$ cat src/lcds_pkg.sv
// ----------------------------------------------------------------------------
// lcds_pkg
// Shared types and constants for the LED chase display sequencer.
// ----------------------------------------------------------------------------
package lcds_pkg;

  // number of LEDs kept in display memory
  localparam int LED_COUNT = 16;
  localparam int LED_IDX_W = (LED_COUNT > 1) ? $clog2(LED_COUNT) : 1;

  // field widths
  localparam int DELAY_W     = 16;
  localparam int LEVEL_W     = 4;
  localparam int FUNC_W      = 3;
  localparam int INDEX_W     = 4;
  localparam int MASK_OUT_W  = 16;
  localparam int CFG_IDX_W   = 3;
  localparam int CFG_DATA_W  = 16;

  localparam logic [DELAY_W-1:0] TICK_MAX = {DELAY_W{1'b1}};

  // reset values of the configuration registers
  localparam logic [DELAY_W-1:0] STEP_GAP_RST    = 16'd100;
  localparam logic [DELAY_W-1:0] LIT_HOLD_RST    = 16'd1000;
  localparam logic [DELAY_W-1:0] DARK_GAP_RST    = 16'd1000;
  localparam logic [LEVEL_W-1:0] BRIGHT_IDLE_RST = 4'd1;
  localparam logic [LEVEL_W-1:0] BRIGHT_PLAY_RST = 4'd15;

  // item function codes
  typedef enum logic [FUNC_W-1:0] {
    FUNC_TICK       = 3'd0,
    FUNC_START_IDLE = 3'd1,
    FUNC_BLINK      = 3'd2,
    FUNC_SLEEP      = 3'd3,
    FUNC_WAKEUP     = 3'd4
  } func_t;

  // chase phases
  typedef enum logic [2:0] {
    PH_NONE     = 3'd0,
    PH_LIGHT_UP = 3'd1,
    PH_WAIT_ON  = 3'd2,
    PH_TURN_OFF = 3'd3,
    PH_WAIT_OFF = 3'd4
  } phase_t;

  // blink rates
  typedef enum logic [1:0] {
    BLINK_OFF  = 2'd0,
    BLINK_FAST = 2'd1,
    BLINK_SLOW = 2'd2
  } blink_t;

  // configuration register indexes
  typedef enum logic [CFG_IDX_W-1:0] {
    CFG_STEP_GAP    = 3'd0,
    CFG_LIT_HOLD    = 3'd1,
    CFG_DARK_GAP    = 3'd2,
    CFG_BRIGHT_IDLE = 3'd3,
    CFG_BRIGHT_PLAY = 3'd4
  } cfg_idx_t;

  // configuration register bank contents
  typedef struct packed {
    logic [DELAY_W-1:0] step_gap;
    logic [DELAY_W-1:0] lit_hold;
    logic [DELAY_W-1:0] dark_gap;
    logic [LEVEL_W-1:0] bright_idle;
    logic [LEVEL_W-1:0] bright_play;
  } cfg_t;

  // one input item as held in the input register
  typedef struct packed {
    logic [FUNC_W-1:0]  func;
    logic [INDEX_W-1:0] led_index;
    logic               fast_blink;
  } item_t;

endpackage

$ cat src/lcds_cfg_regs.sv
// ----------------------------------------------------------------------------
// lcds_cfg_regs
// Configuration register bank: delays and brightness levels.
// ----------------------------------------------------------------------------
module lcds_cfg_regs (
  input  logic                             clk,
  input  logic                             rst_n,
  input  logic                             cfg_we,
  input  logic [lcds_pkg::CFG_IDX_W-1:0]   cfg_index,
  input  logic [lcds_pkg::CFG_DATA_W-1:0]  cfg_data,
  output lcds_pkg::cfg_t                   cfg
);
  import lcds_pkg::*;

  cfg_t cfg_r;
  cfg_t cfg_nxt;

  // register write decode
  always_comb begin
    cfg_nxt = cfg_r;
    if (cfg_we) begin
      unique case (cfg_idx_t'(cfg_index))
        CFG_STEP_GAP:    cfg_nxt.step_gap    = cfg_data[DELAY_W-1:0];
        CFG_LIT_HOLD:    cfg_nxt.lit_hold    = cfg_data[DELAY_W-1:0];
        CFG_DARK_GAP:    cfg_nxt.dark_gap    = cfg_data[DELAY_W-1:0];
        CFG_BRIGHT_IDLE: cfg_nxt.bright_idle = cfg_data[LEVEL_W-1:0];
        CFG_BRIGHT_PLAY: cfg_nxt.bright_play = cfg_data[LEVEL_W-1:0];
        default: ;
      endcase
    end
  end

  always_ff @(posedge clk) begin
    if (!rst_n) begin
      cfg_r.step_gap    <= STEP_GAP_RST;
      cfg_r.lit_hold    <= LIT_HOLD_RST;
      cfg_r.dark_gap    <= DARK_GAP_RST;
      cfg_r.bright_idle <= BRIGHT_IDLE_RST;
      cfg_r.bright_play <= BRIGHT_PLAY_RST;
    end else begin
      cfg_r <= cfg_nxt;
    end
  end

  assign cfg = cfg_r;

endmodule

$ cat src/lcds_seq_core.sv
// ----------------------------------------------------------------------------
// lcds_seq_core
// Display state and chase sequencer; applies one item per step and holds
// the resulting display state, which doubles as the result register.
// ----------------------------------------------------------------------------
module lcds_seq_core (
  input  logic                              clk,
  input  logic                              rst_n,
  input  logic                              step,
  input  lcds_pkg::item_t                   item,
  input  lcds_pkg::cfg_t                    cfg,
  output logic [lcds_pkg::MASK_OUT_W-1:0]   led_mask,
  output logic [1:0]                        blink_mode,
  output logic [lcds_pkg::LEVEL_W-1:0]      level,
  output logic                              asleep,
  output logic [2:0]                        phase
);
  import lcds_pkg::*;

  phase_t               phase_r,    phase_nxt;
  logic [DELAY_W-1:0]   tick_r,     tick_nxt;
  logic [LED_IDX_W-1:0] next_led_r, next_led_nxt;
  logic [LED_COUNT-1:0] mask_r,     mask_nxt;
  logic [LEVEL_W-1:0]   level_r,    level_nxt;
  blink_t               blink_r,    blink_nxt;
  logic                 sleep_r,    sleep_nxt;

  logic [DELAY_W-1:0]   tick_inc;
  logic                 led_last;
  logic [LED_IDX_W-1:0] led_inc;
  logic [LED_COUNT-1:0] blink_mask;

  // saturating tick count and led pointer wrap
  assign tick_inc = (tick_r == TICK_MAX) ? tick_r : tick_r + 1'b1;
  assign led_last = (next_led_r == LED_IDX_W'(LED_COUNT - 1));
  assign led_inc  = led_last ? '0 : next_led_r + 1'b1;

  // one-hot mask for the blink command, empty when the index is out of range
  always_comb begin
    for (int i = 0; i < LED_COUNT; i++) begin
      blink_mask[i] = (int'(item.led_index) == i);
    end
  end

  // next state and display update
  always_comb begin
    phase_nxt    = phase_r;
    tick_nxt     = tick_r;
    next_led_nxt = next_led_r;
    mask_nxt     = mask_r;
    level_nxt    = level_r;
    blink_nxt    = blink_r;
    sleep_nxt    = sleep_r;
    if (step) begin
      case (item.func)
        FUNC_TICK: begin
          tick_nxt = tick_inc;
          unique case (phase_r)
            PH_LIGHT_UP: begin
              if (tick_inc >= cfg.step_gap) begin
                tick_nxt             = '0;
                mask_nxt[next_led_r] = 1'b1;
                next_led_nxt         = led_inc;
                if (led_last) begin
                  phase_nxt = PH_WAIT_ON;
                end
              end
            end
            PH_WAIT_ON: begin
              if (tick_inc >= cfg.lit_hold) begin
                tick_nxt  = '0;
                phase_nxt = PH_TURN_OFF;
              end
            end
            PH_TURN_OFF: begin
              if (tick_inc >= cfg.step_gap) begin
                tick_nxt             = '0;
                mask_nxt[next_led_r] = 1'b0;
                next_led_nxt         = led_inc;
                if (led_last) begin
                  phase_nxt = PH_WAIT_OFF;
                end
              end
            end
            PH_WAIT_OFF: begin
              if (tick_inc >= cfg.dark_gap) begin
                tick_nxt  = '0;
                mask_nxt  = '0;
                phase_nxt = PH_LIGHT_UP;
              end
            end
            default: ;
          endcase
        end
        FUNC_START_IDLE: begin
          level_nxt    = cfg.bright_idle;
          blink_nxt    = BLINK_OFF;
          mask_nxt     = '0;
          phase_nxt    = PH_LIGHT_UP;
          next_led_nxt = '0;
          tick_nxt     = '0;
        end
        FUNC_BLINK: begin
          phase_nxt = PH_NONE;
          level_nxt = cfg.bright_play;
          mask_nxt  = blink_mask;
          blink_nxt = item.fast_blink ? BLINK_FAST : BLINK_SLOW;
        end
        FUNC_SLEEP: begin
          phase_nxt = PH_NONE;
          mask_nxt  = '0;
          sleep_nxt = 1'b1;
        end
        FUNC_WAKEUP: begin
          phase_nxt = PH_NONE;
          sleep_nxt = 1'b0;
        end
        default: ;
      endcase
    end
  end

  // state registers
  always_ff @(posedge clk) begin
    if (!rst_n) begin
      phase_r    <= PH_NONE;
      tick_r     <= '0;
      next_led_r <= '0;
      mask_r     <= '0;
      level_r    <= '0;
      blink_r    <= BLINK_OFF;
      sleep_r    <= 1'b0;
    end else begin
      phase_r    <= phase_nxt;
      tick_r     <= tick_nxt;
      next_led_r <= next_led_nxt;
      mask_r     <= mask_nxt;
      level_r    <= level_nxt;
      blink_r    <= blink_nxt;
      sleep_r    <= sleep_nxt;
    end
  end

  // visible part of display memory
  generate
    if (LED_COUNT >= MASK_OUT_W) begin : g_mask_wide
      assign led_mask = mask_r[MASK_OUT_W-1:0];
    end else begin : g_mask_narrow
      assign led_mask = {{(MASK_OUT_W - LED_COUNT){1'b0}}, mask_r};
    end
  endgenerate

  assign blink_mode = blink_r;
  assign level      = level_r;
  assign asleep     = sleep_r;
  assign phase      = phase_r;

endmodule

$ cat src/led_chase_display_sequencer.sv
// ----------------------------------------------------------------------------
// led_chase_display_sequencer
// Path: an accepted item passes the input register, then the display state
// register, whose contents are the result.
// Throughput: one item per cycle while out_ready takes each result; the state
// update is one saturating add, one 16-bit compare and a mask bit update.
// Reset: synchronous, active low; delays 100/1000/1000, brightness 1/15,
// display dark, awake, no chase running.
// ----------------------------------------------------------------------------
module led_chase_display_sequencer (
  input  logic                             clk,
  input  logic                             rst_n,
  // item input
  input  logic                             in_valid,
  output logic                             in_ready,
  input  logic [lcds_pkg::FUNC_W-1:0]      in_func,
  input  logic [lcds_pkg::INDEX_W-1:0]     in_led_index,
  input  logic                             in_fast_blink,
  // result output
  output logic                             out_valid,
  input  logic                             out_ready,
  output logic [lcds_pkg::MASK_OUT_W-1:0]  out_led_mask,
  output logic [1:0]                       out_blink_mode,
  output logic [lcds_pkg::LEVEL_W-1:0]     out_level,
  output logic                             out_asleep,
  output logic [2:0]                       out_phase,
  // configuration writes
  input  logic                             cfg_we,
  input  logic [lcds_pkg::CFG_IDX_W-1:0]   cfg_index,
  input  logic [lcds_pkg::CFG_DATA_W-1:0]  cfg_data
);
  import lcds_pkg::*;

  cfg_t  cfg;
  item_t item_r;
  logic  in_valid_r;
  logic  out_valid_r;
  logic  step;

  // an item moves into the state stage once the result slot is free
  assign step     = in_valid_r && (!out_valid_r || out_ready);
  assign in_ready = !in_valid_r || step;

  // input register
  always_ff @(posedge clk) begin
    if (!rst_n) begin
      in_valid_r <= 1'b0;
    end else if (in_ready) begin
      in_valid_r <= in_valid;
    end
  end

  always_ff @(posedge clk) begin
    if (in_valid && in_ready) begin
      item_r.func       <= in_func;
      item_r.led_index  <= in_led_index;
      item_r.fast_blink <= in_fast_blink;
    end
  end

  // result valid flag
  always_ff @(posedge clk) begin
    if (!rst_n) begin
      out_valid_r <= 1'b0;
    end else if (step) begin
      out_valid_r <= 1'b1;
    end else if (out_ready) begin
      out_valid_r <= 1'b0;
    end
  end

  assign out_valid = out_valid_r;

  lcds_cfg_regs u_cfg (
    .clk       (clk),
    .rst_n     (rst_n),
    .cfg_we    (cfg_we),
    .cfg_index (cfg_index),
    .cfg_data  (cfg_data),
    .cfg       (cfg)
  );

  lcds_seq_core u_core (
    .clk        (clk),
    .rst_n      (rst_n),
    .step       (step),
    .item       (item_r),
    .cfg        (cfg),
    .led_mask   (out_led_mask),
    .blink_mode (out_blink_mode),
    .level      (out_level),
    .asleep     (out_asleep),
    .phase      (out_phase)
  );

endmodule
$ cat config.mk
export PLATFORM = sky130hd
export DESIGN_NAME = led_chase_display_sequencer
export DESIGN_NICKNAME = d
export VERILOG_FILES = /design/src/lcds_pkg.sv /design/src/lcds_cfg_regs.sv /design/src/lcds_seq_core.sv /design/src/led_chase_display_sequencer.sv
export SDC_FILE = /design/constraint.sdc
export NUM_CORES = 1
export LEC_CHECK = 0
export BUFFER_PORTS_ARGS = -buffer_cell sky130_fd_sc_hd__buf_2
export CORE_ASPECT_RATIO = 1.5
export CORE_MARGIN = 3
export CORE_UTILIZATION = 40
export CTS_CLUSTER_DIAMETER = 40
export DETAILED_ROUTE_END_ITERATION = 8
export PLACE_DENSITY_LB_ADDON = 0.12
export SETUP_SLACK_MARGIN = 0.1
export SYNTH_ARGS = -nofsm -noshare
export SYNTH_HDL_FRONTEND = slang
export SYNTH_SLANG_ARGS = --single-unit
$ cat constraint.sdc
create_clock -name clk -period 5.9 [get_ports clk]
set_input_delay 0.295 -clock clk [delete_from_list [all_inputs] [get_ports clk]]
set_output_delay 0.295 -clock clk [all_outputs]
set_load 0.02 [all_outputs]
==> run summary, run 1 <==
Outcome = complete, no violations
Share of cells above drive strength 1 = 10.88%
Fmax = 0.2074 GHz
Max-slew headroom = 27.85%
Met3 GRT Util = 2.975%
Hold_sp = in_led_index[2]
WS Path Type = flop to flop
Cts bufs inserted = 9
Setup bufs post-CTS = 0
DR DRC count = 0
Num rows = 56
Startpoint Class = flop
Clock H-tree levels = 3
WHS Endpoint = item_r[3]
Most crowded layer after global routing = met2
Leak Pwr = 0.003026 uW
Minimum hold slack = 0.1128 ns
Clk sink count = 112
ANT nets after route = 0
Critical R2R Launch = u_core.tick_r[6]
Hold path depth = 1
Vias per cell = 5.465
Top Family by Delay on Critical Path = simple AND/OR/NAND/NOR gates
Starting DRT DRC Count = 203
Crit path DAT = 5.09 ns
Hold Fails Final Rpt = 0
Post-synth EDFFs = 8
WP buf/inv = 1
TNS Setup = 0 ns
Post-Syn Area = 6402 um2
Global-route wire length before repair = 27.26 mm
CP peak stage delay = 0.57 ns
Nets@finish = 889
Commonest non-fill, non-tap cells in the layout = nand2_1 (143), dfxtp_1 (104), buf_2 (59), ha_1 (53), inv_1 (50)
I/O Buffers = 59
R2r setup slk = 1.08 ns
RSZ-0062 raised after global routing = no
Clock Latency Late Sink = 0.36 ns
Ports = 60
Initial Util = 40.79%
Global Route Usage Sum = 19.78%
Warnings, synthesis = 0
Maxcap violations = 0
Worst-path clk slew = 0.08 ns
Clock skew = 0.008234 ns
Period utilization = 81.73%
R2R Path End = u_core.phase[2]
Final Wtd Congestion = 0.8259
Die Ht = 160.9 um
CTS Buffer Depth = 2
Initial antenna violation count = 0
Count of state elements after synthesis = 112
Fraction of registers with async set/reset = 0%
TritonRoute pass-1 iters = 5
Worst Hold Class = input pin to flop
Critical Path RT = 6.17 ns
CTS Hold Bufs = 0
DP Wirelength = 12.89 mm
GRT Residual Overflow = 0
WL final = 16.96 mm
Syn_nets = 852
Vias = 5,531
M1 GR Usage = 22.16%
Max FO, Critical Path = 38
CTS tree = built
Die area = 17,590 um2
Final Setup Violations = 0
R2R depth = 14
Worst path cell trace = nand4_1 > nor4_2 > nand3_1 > nand3_1 > xnor2_1 > ha_1 > nand2_1 > nor4_1 > a21oi_1 > o311ai_0 > o211ai_1 > buf_4 > or4b_1 > a21oi_1
CP max-delay cell = nor4_2
Area Overhead vs Synth = 11.67%
Root Buffer = clkbuf_16
Met2 Use GR = 35.74%
PD cells = 228.5 nW/um2
Critical path capture point type = flop
Cells after Synth = 767
Seq/Total Area, Yosys = 36.27%
Tmin final = 4.822 ns
Worst-Margin Slew = 1.075 ns
Diodes inserted = 0
Unique masters post-synth = 63
Count of pins over their slew limit = 0
Die W = 109.3 um
DR WL/cell = 16.76 um
Worst vdd ir = 0.1187 mV
Primary FF master, synth = dfxtp_1
Core Footprint = 15,700 um2
Synthesized area per cell = 8.347 um2
Largest net degree at the start of global routing = 83
Vias in the first global route = 5,389
Commonest non-fill, non-tap cell in the layout = nand2_1
Post_cts resized = 0
## power by group
| group | total (uW) | internal, uW | switching [uW] |
|---|---|---|---|
| sequential | 801 | 786 | 15.4 |
| combinational | 147 | 54.1 | 93.1 |
| clock | 685 | 381 | 304 |
## metal layers
layer	wire length [um]	up-vias
li1	-	2789
met1	6787	2608
met3	554	30
met4	616	0
met5	0	-
met2	9007	104
## area by class of cell
class	count	area, um2
multi-input cells	568	3735
repair buffers	62	317.8
well taps	203	254.0
inverters	51	191.4
clock buffers	10	229.0
fillers	1579	8546
clock inverters	6	100.1
flip-flops and latches	112	2322
## flip-flops by register name, indices dropped and copies added, names as in the netlist
register	flops
u_cfg.cfg	56
u_core.asleep	1
u_core.level	4
out_valid	1
u_core.next_led_r	4
item_r	8
u_core.led_mask	16
u_core.blink_mode	2
in_valid_r	1
u_core.tick_r	16
u_core.phase	3
## synthesized netlist by cell type (all sizes together) (9+ instances only)
master	count	share of area (%)
o311a	17	2.7
nor2b	15	1.5
inv	50	2.9
ha	53	10
nand3	23	1.8
clkbuf	30	1.8
a21boi	30	3.5
o22ai	17	1.7
nand2b	13	1.3
o21bai	18	2.1
nand2	144	8.5
mux2i	21	3.3
dfxtp	104	33
o21ai	17	1.3
a21o	9	1.1
o211ai	17	2.0
nor2	41	2.4
a21oi	34	2.7
xnor2	10	1.4
nand4	9	0.88
## logic make-up (layout without fill, tap and decap cells)
logic type | count (synthesis) | after routing | share of synthesized area, %
buffers and inverters | 87 | 129 | 5.394
adders and majority gates | 53 | 53 | 10.36
muxes | 23 | 23 | 3.635
AOI/OAI and AO/OA | 193 | 193 | 21.71
xor gates and xnor gates | 14 | 14 | 1.915
DFF | 112 | 112 | 36.27
and+or+nand+nor | 285 | 285 | 20.72
## metrics by stage
| step | total power (uW) | worst slack, ns | instances | instance area (um2) | utilization [%] |
|---|---|---|---|---|---|
| after CTS | 1654 | 1.158 | 1012 | 7149 | 45.55 |
| after global placement | 962.5 | 1.355 | 996 | 6820 | 43.46 |
| after detailed placement | 966.6 | 1.178 | 996 | 6820 | 43.46 |
| final | 1633 | 1.078 | 1012 | 7149 | 45.55 |
| after floorplan | 914.3 | 1.904 | 767 | 6402 | - |
| after global routing | 1702 | 0.8380 | 1012 | 7149 | 45.55 |
## worst max-delay path by stage
stage                startpoint  cells after the start               end
2_1_floorplan  u_core.tick_r[6]                     17  u_core.tick_r[4]
3_3_place_gp   u_core.tick_r[6]                     14  u_core.tick_r[4]
3_5_place_dp   u_core.tick_r[6]                     14  u_core.tick_r[4]
4_1_cts        u_core.tick_r[6]                     14  u_core.tick_r[4]
5_1_grt        u_core.tick_r[6]                     14  u_core.tick_r[8]
6_report       u_core.tick_r[6]                     14   u_core.phase[2]
Power figures use the tool's default switching activity.
==> run 2: changes to the inputs <==
--- a/config.mk
+++ b/config.mk
@@ -5,6 +5,7 @@
 export SDC_FILE = /design/constraint.sdc
 export NUM_CORES = 1
 export LEC_CHECK = 0
+export ABC_AREA = 1
 export BUFFER_PORTS_ARGS = -buffer_cell sky130_fd_sc_hd__buf_2
 export CORE_ASPECT_RATIO = 1.5
 export CORE_MARGIN = 3
==> constraint.sdc (replaced) <==
create_clock -name clk -period 4.8 [get_ports clk]
set_input_delay 0.24 -clock clk [delete_from_list [all_inputs] [get_ports clk]]
set_output_delay 0.24 -clock clk [all_outputs]
set_load 0.02 [all_outputs]
==> run 2 against run 1 <==
Utilization is essentially flat. Non-clock buffer count did not move. Global-route usage grew 1.5 points. Clock-buffer cell count did not move. Combinational power grew 43%. Design area is 4.1% higher. Register-to-register slack improved by 0.34 ns. Sequential power rose by 23%.
==> run summary, run 2 <==
Outcome = complete, no violations
Cells after Synth = 973
Warnings, synthesis = 0
ANT nets after route = 0
DR DRC count = 0
WL final = 18.88 mm
TNS Setup = 0 ns
Worst-Margin Slew = 0.8382 ns
Cts bufs inserted = 9
Num rows = 57
Leak Pwr = 0.003566 uW
Final Setup Violations = 0
Root Buffer = clkbuf_16
DP Wirelength = 14.45 mm
Fmax = 0.2958 GHz
Crit path DAT = 3.61 ns
Initial Util = 41.00%
Primary FF master, synth = dfxtp_1
CTS Hold Bufs = 0
Metal2 WL = 10.10 mm
Post-synthesis simple-gate area fraction = 27.84%
I/O Buffers = 59
Synth top area share = 31.09%
Post-synth EDFFs = 8
Worst vdd ir = 0.1441 mV
Largest register FFs = 56
PD cells = 264.0 nW/um2
Core Footprint = 16,330 um2
Clock skew = 0.01234 ns
Die W = 111.6 um
Area Overhead vs Synth = 11.12%
Layout Cells excl Fill = 1,230
Max FO, Critical Path = 16
Synthesized area per cell = 6.882 um2
Syn_nets = 1,058
Clock Latency Late Sink = 0.37 ns
Most frequent cell after synthesis = nand2_1
Synth cell count leaders = nand2_1 (229), inv_1 (137), dfxtp_1 (104), nor2_1 (94), a21oi_1 (85)
Commonest non-fill, non-tap cells in the layout = nand2_1 (229), inv_1 (137), dfxtp_1 (104), nor2_1 (94), a21oi_1 (85)
Vias per cell = 5.072
CTS Buffer Depth = 2
Synth top area cells = dfxtp_1 (31%), nand2_1 (13%), ha_1 (9.9%)
Final Wtd Congestion = 0.8539
Count of state elements after synthesis = 112
DR WL/cell = 15.35 um
Multiplexer area fraction after synthesis = 0%
Diodes inserted = 0
Global-route wire length before repair = 30.60 mm
Synth area leader = dfxtp_1
DR top layer = met4
TritonRoute pass-1 iters = 5
Adder-Cell Fraction of Synth Area = 9.903%
Critical Path RT = 5.03 ns
Post_cts resized = 0
WS Path Type = flop to flop
Setup bufs post-CTS = 0
Cells after DPL = 1,214
Global Route Usage Sum = 21.26%
Setup ws final = 1.419 ns
Share of cells above drive strength 1 = 10.74%
Met3 wire len = 621 um
Hold Fails Final Rpt = 0
Starting DRT DRC Count = 361
Worst-path clk slew = 0.08 ns
Max-slew headroom = 43.92%
Die area = 18,360 um2
Critical path capture point type = flop
GRT Residual Overflow = 0
Minimum hold slack = 0.05155 ns
Fraction of registers with async set/reset = 0%
Post-Syn Area = 6696 um2
Synth Area in XOR/XNOR = 1.177%
Clk sink count = 112
Largest net degree at the start of global routing = 78
Synth Area in Compound Gates = 16.27%
Tmin final = 3.381 ns
Clock H-tree levels = 3
Initial antenna violation count = 0
Unique masters post-synth = 38
Commonest non-fill, non-tap cell in the layout = nand2_1
Startpoint Class = flop
Seq/Total Area, Yosys = 34.68%
Total power = 1964 uW
Largest family of logic cells by synthesized area = simple AND/OR/NAND/NOR gates
Vias in the first global route = 6,015
Maxcap violations = 0
Nets@finish = 1,104
RSZ-0062 raised after global routing = no
Ports = 60
Period utilization = 70.43%
Setup slack at placement = 1.440 ns
CTS tree = built
Vias = 6,238
Met1 WL = 7.280 mm
Die Ht = 164.5 um
Worst Hold Class = input pin to flop
Count of pins over their slew limit = 0
[run 2: changes by cell type in the layout (fill, tap and decap cells not counted), sizes merged, moves of 12 or more]
cell / before / now
nor2b: 15 / 0
a21boi: 30 / 0
nor2: 41 / 101
o21ai: 17 / 71
o22ai: 17 / 5
a21oi: 34 / 92
o311a: 17 / 0
inv: 53 / 149
nand3: 23 / 68
nand2: 144 / 229
o21bai: 18 / 2
mux2i: 21 / 0
nand2b: 13 / 0
[run 2: cell type report]
class | instances | area [um2]
fill | 1741 | 8891
multi-input combinational | 688 | 3696
sequential | 112 | 2322
inverter | 146 | 550.5
timing repair buffer | 62 | 317.8
tap | 206 | 257.7
clock buffer | 10 | 239.0
clock inverter | 6 | 57.56
[run 2: power by group]
group	total (uW)	switching (uW)	internal, uW	leakage (uW)
combinational	210	146	64.2	0.00250
clock	765	386	379	0.000141
sequential	989	18.5	970	0.000923
total	1960	551	1410	0.00357
[run 2: path summary, 6_finish.rpt]
path | from | slack [ns] | depth (start not counted) | endpoint
worst max-delay path | u_core.tick_r[0] | 1.42 | 22 | u_core.tick_r[6]
worst min-delay path | in_led_index[0] | 0.05 | 1 | item_r[1]
worst max register to register | u_core.tick_r[0] | 1.42 | 22 | u_core.tick_r[6]
worst min register to register | u_cfg.cfg[1] | 0.46 | 2 | u_cfg.cfg[1]
[run 2: kinds of logic after synthesis]
family                   after synthesis
AND/OR/NAND/NOR                      429
AO/OA/AOI/OAI                        197
buffers and inverters                173
flip-flops                           112
adder cells (fa/ha/maj)               53
XOR/XNOR                               9
[run 2: per-layer routing]
layer | vias up | track usage [%]
li1 | 3262 | -
met1 | 2806 | 22.03
met2 | 127 | 40.78
met3 | 43 | 2.933
met4 | 0 | 11.73
met5 | - | 0
[run 2: metrics by stage]
| step | utilization (%) | area, um2 |
|---|---|---|
| global route | 45.56 | 7441 |
| global placement | 43.74 | 7144 |
| finish | 45.56 | 7441 |
| floorplan | - | 6696 |
| CTS | 45.56 | 7441 |
| detailed placement | 43.74 | 7144 |
[run 2: worst max-delay path, cell delays in order (launching register included)]
cell and delay (ns):
dfxtp_1 0.42, ha_1 0.30, nand3_2 0.15, nor2_4 0.17, nand3_4 0.12, nor2_8 0.20, nand2_1 0.07, o21ai_1 0.14
inv_1 0.13, ha_1 0.31, nand2_1 0.05, nand2_1 0.05, nand2_1 0.04, nand2_1 0.07, nand2_1 0.05, nand2_1 0.09
nand2_1 0.12, nand2_1 0.08, nand2_1 0.05, nand2_1 0.07, nand3_2 0.30, nand2_1 0.18, a21oi_2 0.06
==> run 3: changes to the inputs <==
==> constraint.sdc (replaced) <==
create_clock -name clk -period 3.4 [get_ports clk]
set_input_delay 0.17 -clock clk [delete_from_list [all_inputs] [get_ports clk]]
set_output_delay 0.17 -clock clk [all_outputs]
set_load 0.02 [all_outputs]
==> run 3 against run 2 <==
Sequential share of layout area down 1.4 points. Clock power up 56%. Final cell count grew 2.4%. Non-clock buffer count up 29. Combinational power rose by 53%. Register-to-register slack got worse by 1.1 ns. Utilization grew 2.2 points. Global-route usage down 0.050 points. Setup slack worse by 1.1 ns. Die area stayed put. Critical endpoint is now u_core.phase[1].
==> run summary, run 3 (synthesized netlist as in run 2, its figures left out) <==
Global-route wire length before repair = 30.85 mm
Ports = 60
Clock skew = 0.01281 ns
Global Route Usage Sum = 21.21%
Max FO, Critical Path = 4
Initial Util = 41.00%
Largest register FFs = 56
RSZ-0062 raised after global routing = no
Vias per cell = 5.070
Root Buffer = clkbuf_16
Cell mode on critical path = nor2_1
Worst-Margin Slew = 0.8431 ns
Setup ws final = 0.3218 ns
Core Footprint = 16,330 um2
Final Wtd Congestion = 0.8775
Worst vdd ir = 0.3024 mV
Design Area, Final = 7794 um2
Num rows = 57
TNS Setup = 0 ns
CTS tree = built
Critical path capture point type = flop
Vias in the first global route = 6,120
Area Overhead vs Synth = 16.39%
Die W = 111.6 um
Crit path DAT = 3.38 ns
ANT nets after route = 0
Diodes inserted = 0
Hold Fails Final Rpt = 0
Worst-path clk slew = 0.08 ns
Largest net degree at the start of global routing = 40
Worst path cell trace = ha_2 > nand3_2 > nor2_4 > nand3_4 > xor2_1 > inv_1 > nor2_1 > inv_1 > ha_1 > nand3_1 > nor3_1 > nand2_1 > nand4_1 > inv_1 > nor2_1 > nor2_1 > nor2_1
DR WL/cell = 15.43 um
Leak Pwr = 0.003736 uW
Tmin final = 3.078 ns
Starting DRT DRC Count = 408
CP max-delay cell = dfxtp_1
GRT Residual Overflow = 0
Worst Hold Class = input pin to flop
Cts bufs inserted = 9
Maxcap violations = 0
Setup slack at placement = 0.1577 ns
CTS Buffer Depth = 2
Vias = 6,388
Critical Path RT = 3.70 ns
Minimum hold slack = 0.009073 ns
Initial antenna violation count = 0
Clock Latency Late Sink = 0.37 ns
Die area = 18,360 um2
DP Wirelength = 14.71 mm
I/O Buffers = 59
Top Family by Delay on Critical Path = simple AND/OR/NAND/NOR gates
DP Area = 7269 um2
TritonRoute pass-1 iters = 5
WL final = 19.44 mm
DR DRC count = 0
Fmax = 0.3249 GHz
WS Path Type = flop to flop
Die Ht = 164.5 um
CP peak stage delay = 0.38 ns
Period utilization = 90.54%
Share of cells above drive strength 1 = 13.95%
Clock H-tree levels = 3
Clk sink count = 112
Max-slew headroom = 43.80%
PD cells = 372.4 nW/um2
Commonest non-fill, non-tap cell in the layout = nand2_1
Count of pins over their slew limit = 0
Final Setup Violations = 0
WP buf/inv = 3
Commonest non-fill, non-tap cells in the layout = nand2_1 (227), inv_1 (135), dfxtp_1 (102), nor2_1 (92), a21oi_1 (84)
Outcome = complete, no violations
Nets@finish = 1,134
Startpoint Class = flop
run 3: final timing paths:
kind,startpoint,to,slack [ns],cells past startpoint
hold reg to reg,u_cfg.cfg[3],u_cfg.cfg[3],0.46,2
setup reg to reg,u_core.tick_r[1],u_core.phase[1],0.32,17
setup / recovery,u_core.tick_r[1],u_core.phase[1],0.32,17
hold / removal,in_func[1],item_r[6],0.009,1
run 3: power breakdown:
| group | switching (uW) | internal (uW) | total [uW] | leakage [uW] |
|---|---|---|---|---|
| combinational | 215 | 106 | 321 | 0.00265 |
| sequential | 25.3 | 1370 | 1400 | 0.000924 |
| clock | 552 | 634 | 1190 | 0.000164 |
run 3: worst reg2reg max path: stages, from the launching register on:
cell and delay [ns]:
dfxtp_1 0.38, ha_2 0.22, nand3_2 0.12, nor2_4 0.19, nand3_4 0.12, xor2_1 0.16
inv_1 0.05, nor2_1 0.23, inv_1 0.14, ha_1 0.30, nand3_1 0.09, nor3_1 0.28
nand2_1 0.13, nand4_1 0.20, inv_1 0.06, nor2_1 0.20, nor2_1 0.06, nor2_1 0.11
run 3: stage by stage:
stage          total power [uW]  utilization, %  cells
6_report                   2903           47.72   1260
5_1_grt                    3026           47.72   1260
4_1_cts                    2925           46.98   1252
3_5_place_dp               1737           44.51   1229
3_3_place_gp               1735           44.51   1229
2_1_floorplan              1623               -    973
run 3: final cells by class:
cell class / count / area (um2)
clock inverter: 6 / 82.58
timing repair buffer: 91 / 565.5
tap: 206 / 257.7
multi-input combinational: 689 / 3762
fill: 1711 / 8538
inverter: 146 / 550.5
clock buffer: 10 / 250.2
sequential: 112 / 2325
run 3: timing repair:
action,4_1_cts,5_1_grt
setup endpoints to repair,0,39
setup buffers,0,7
gates resized for setup,0,16
hold buffers,7,0
hold endpoints to repair,7,0
run 3: layer usage:
layer | track usage, % | up-vias | share of wire, %
li1 | - | 3324 | -
met1 | 22.17 | 2918 | 40
met2 | 41.57 | 112 | 54
met3 | 3.043 | 34 | 3.1
met4 | 9.242 | 0 | 3.1
met5 | 0 | - | 0
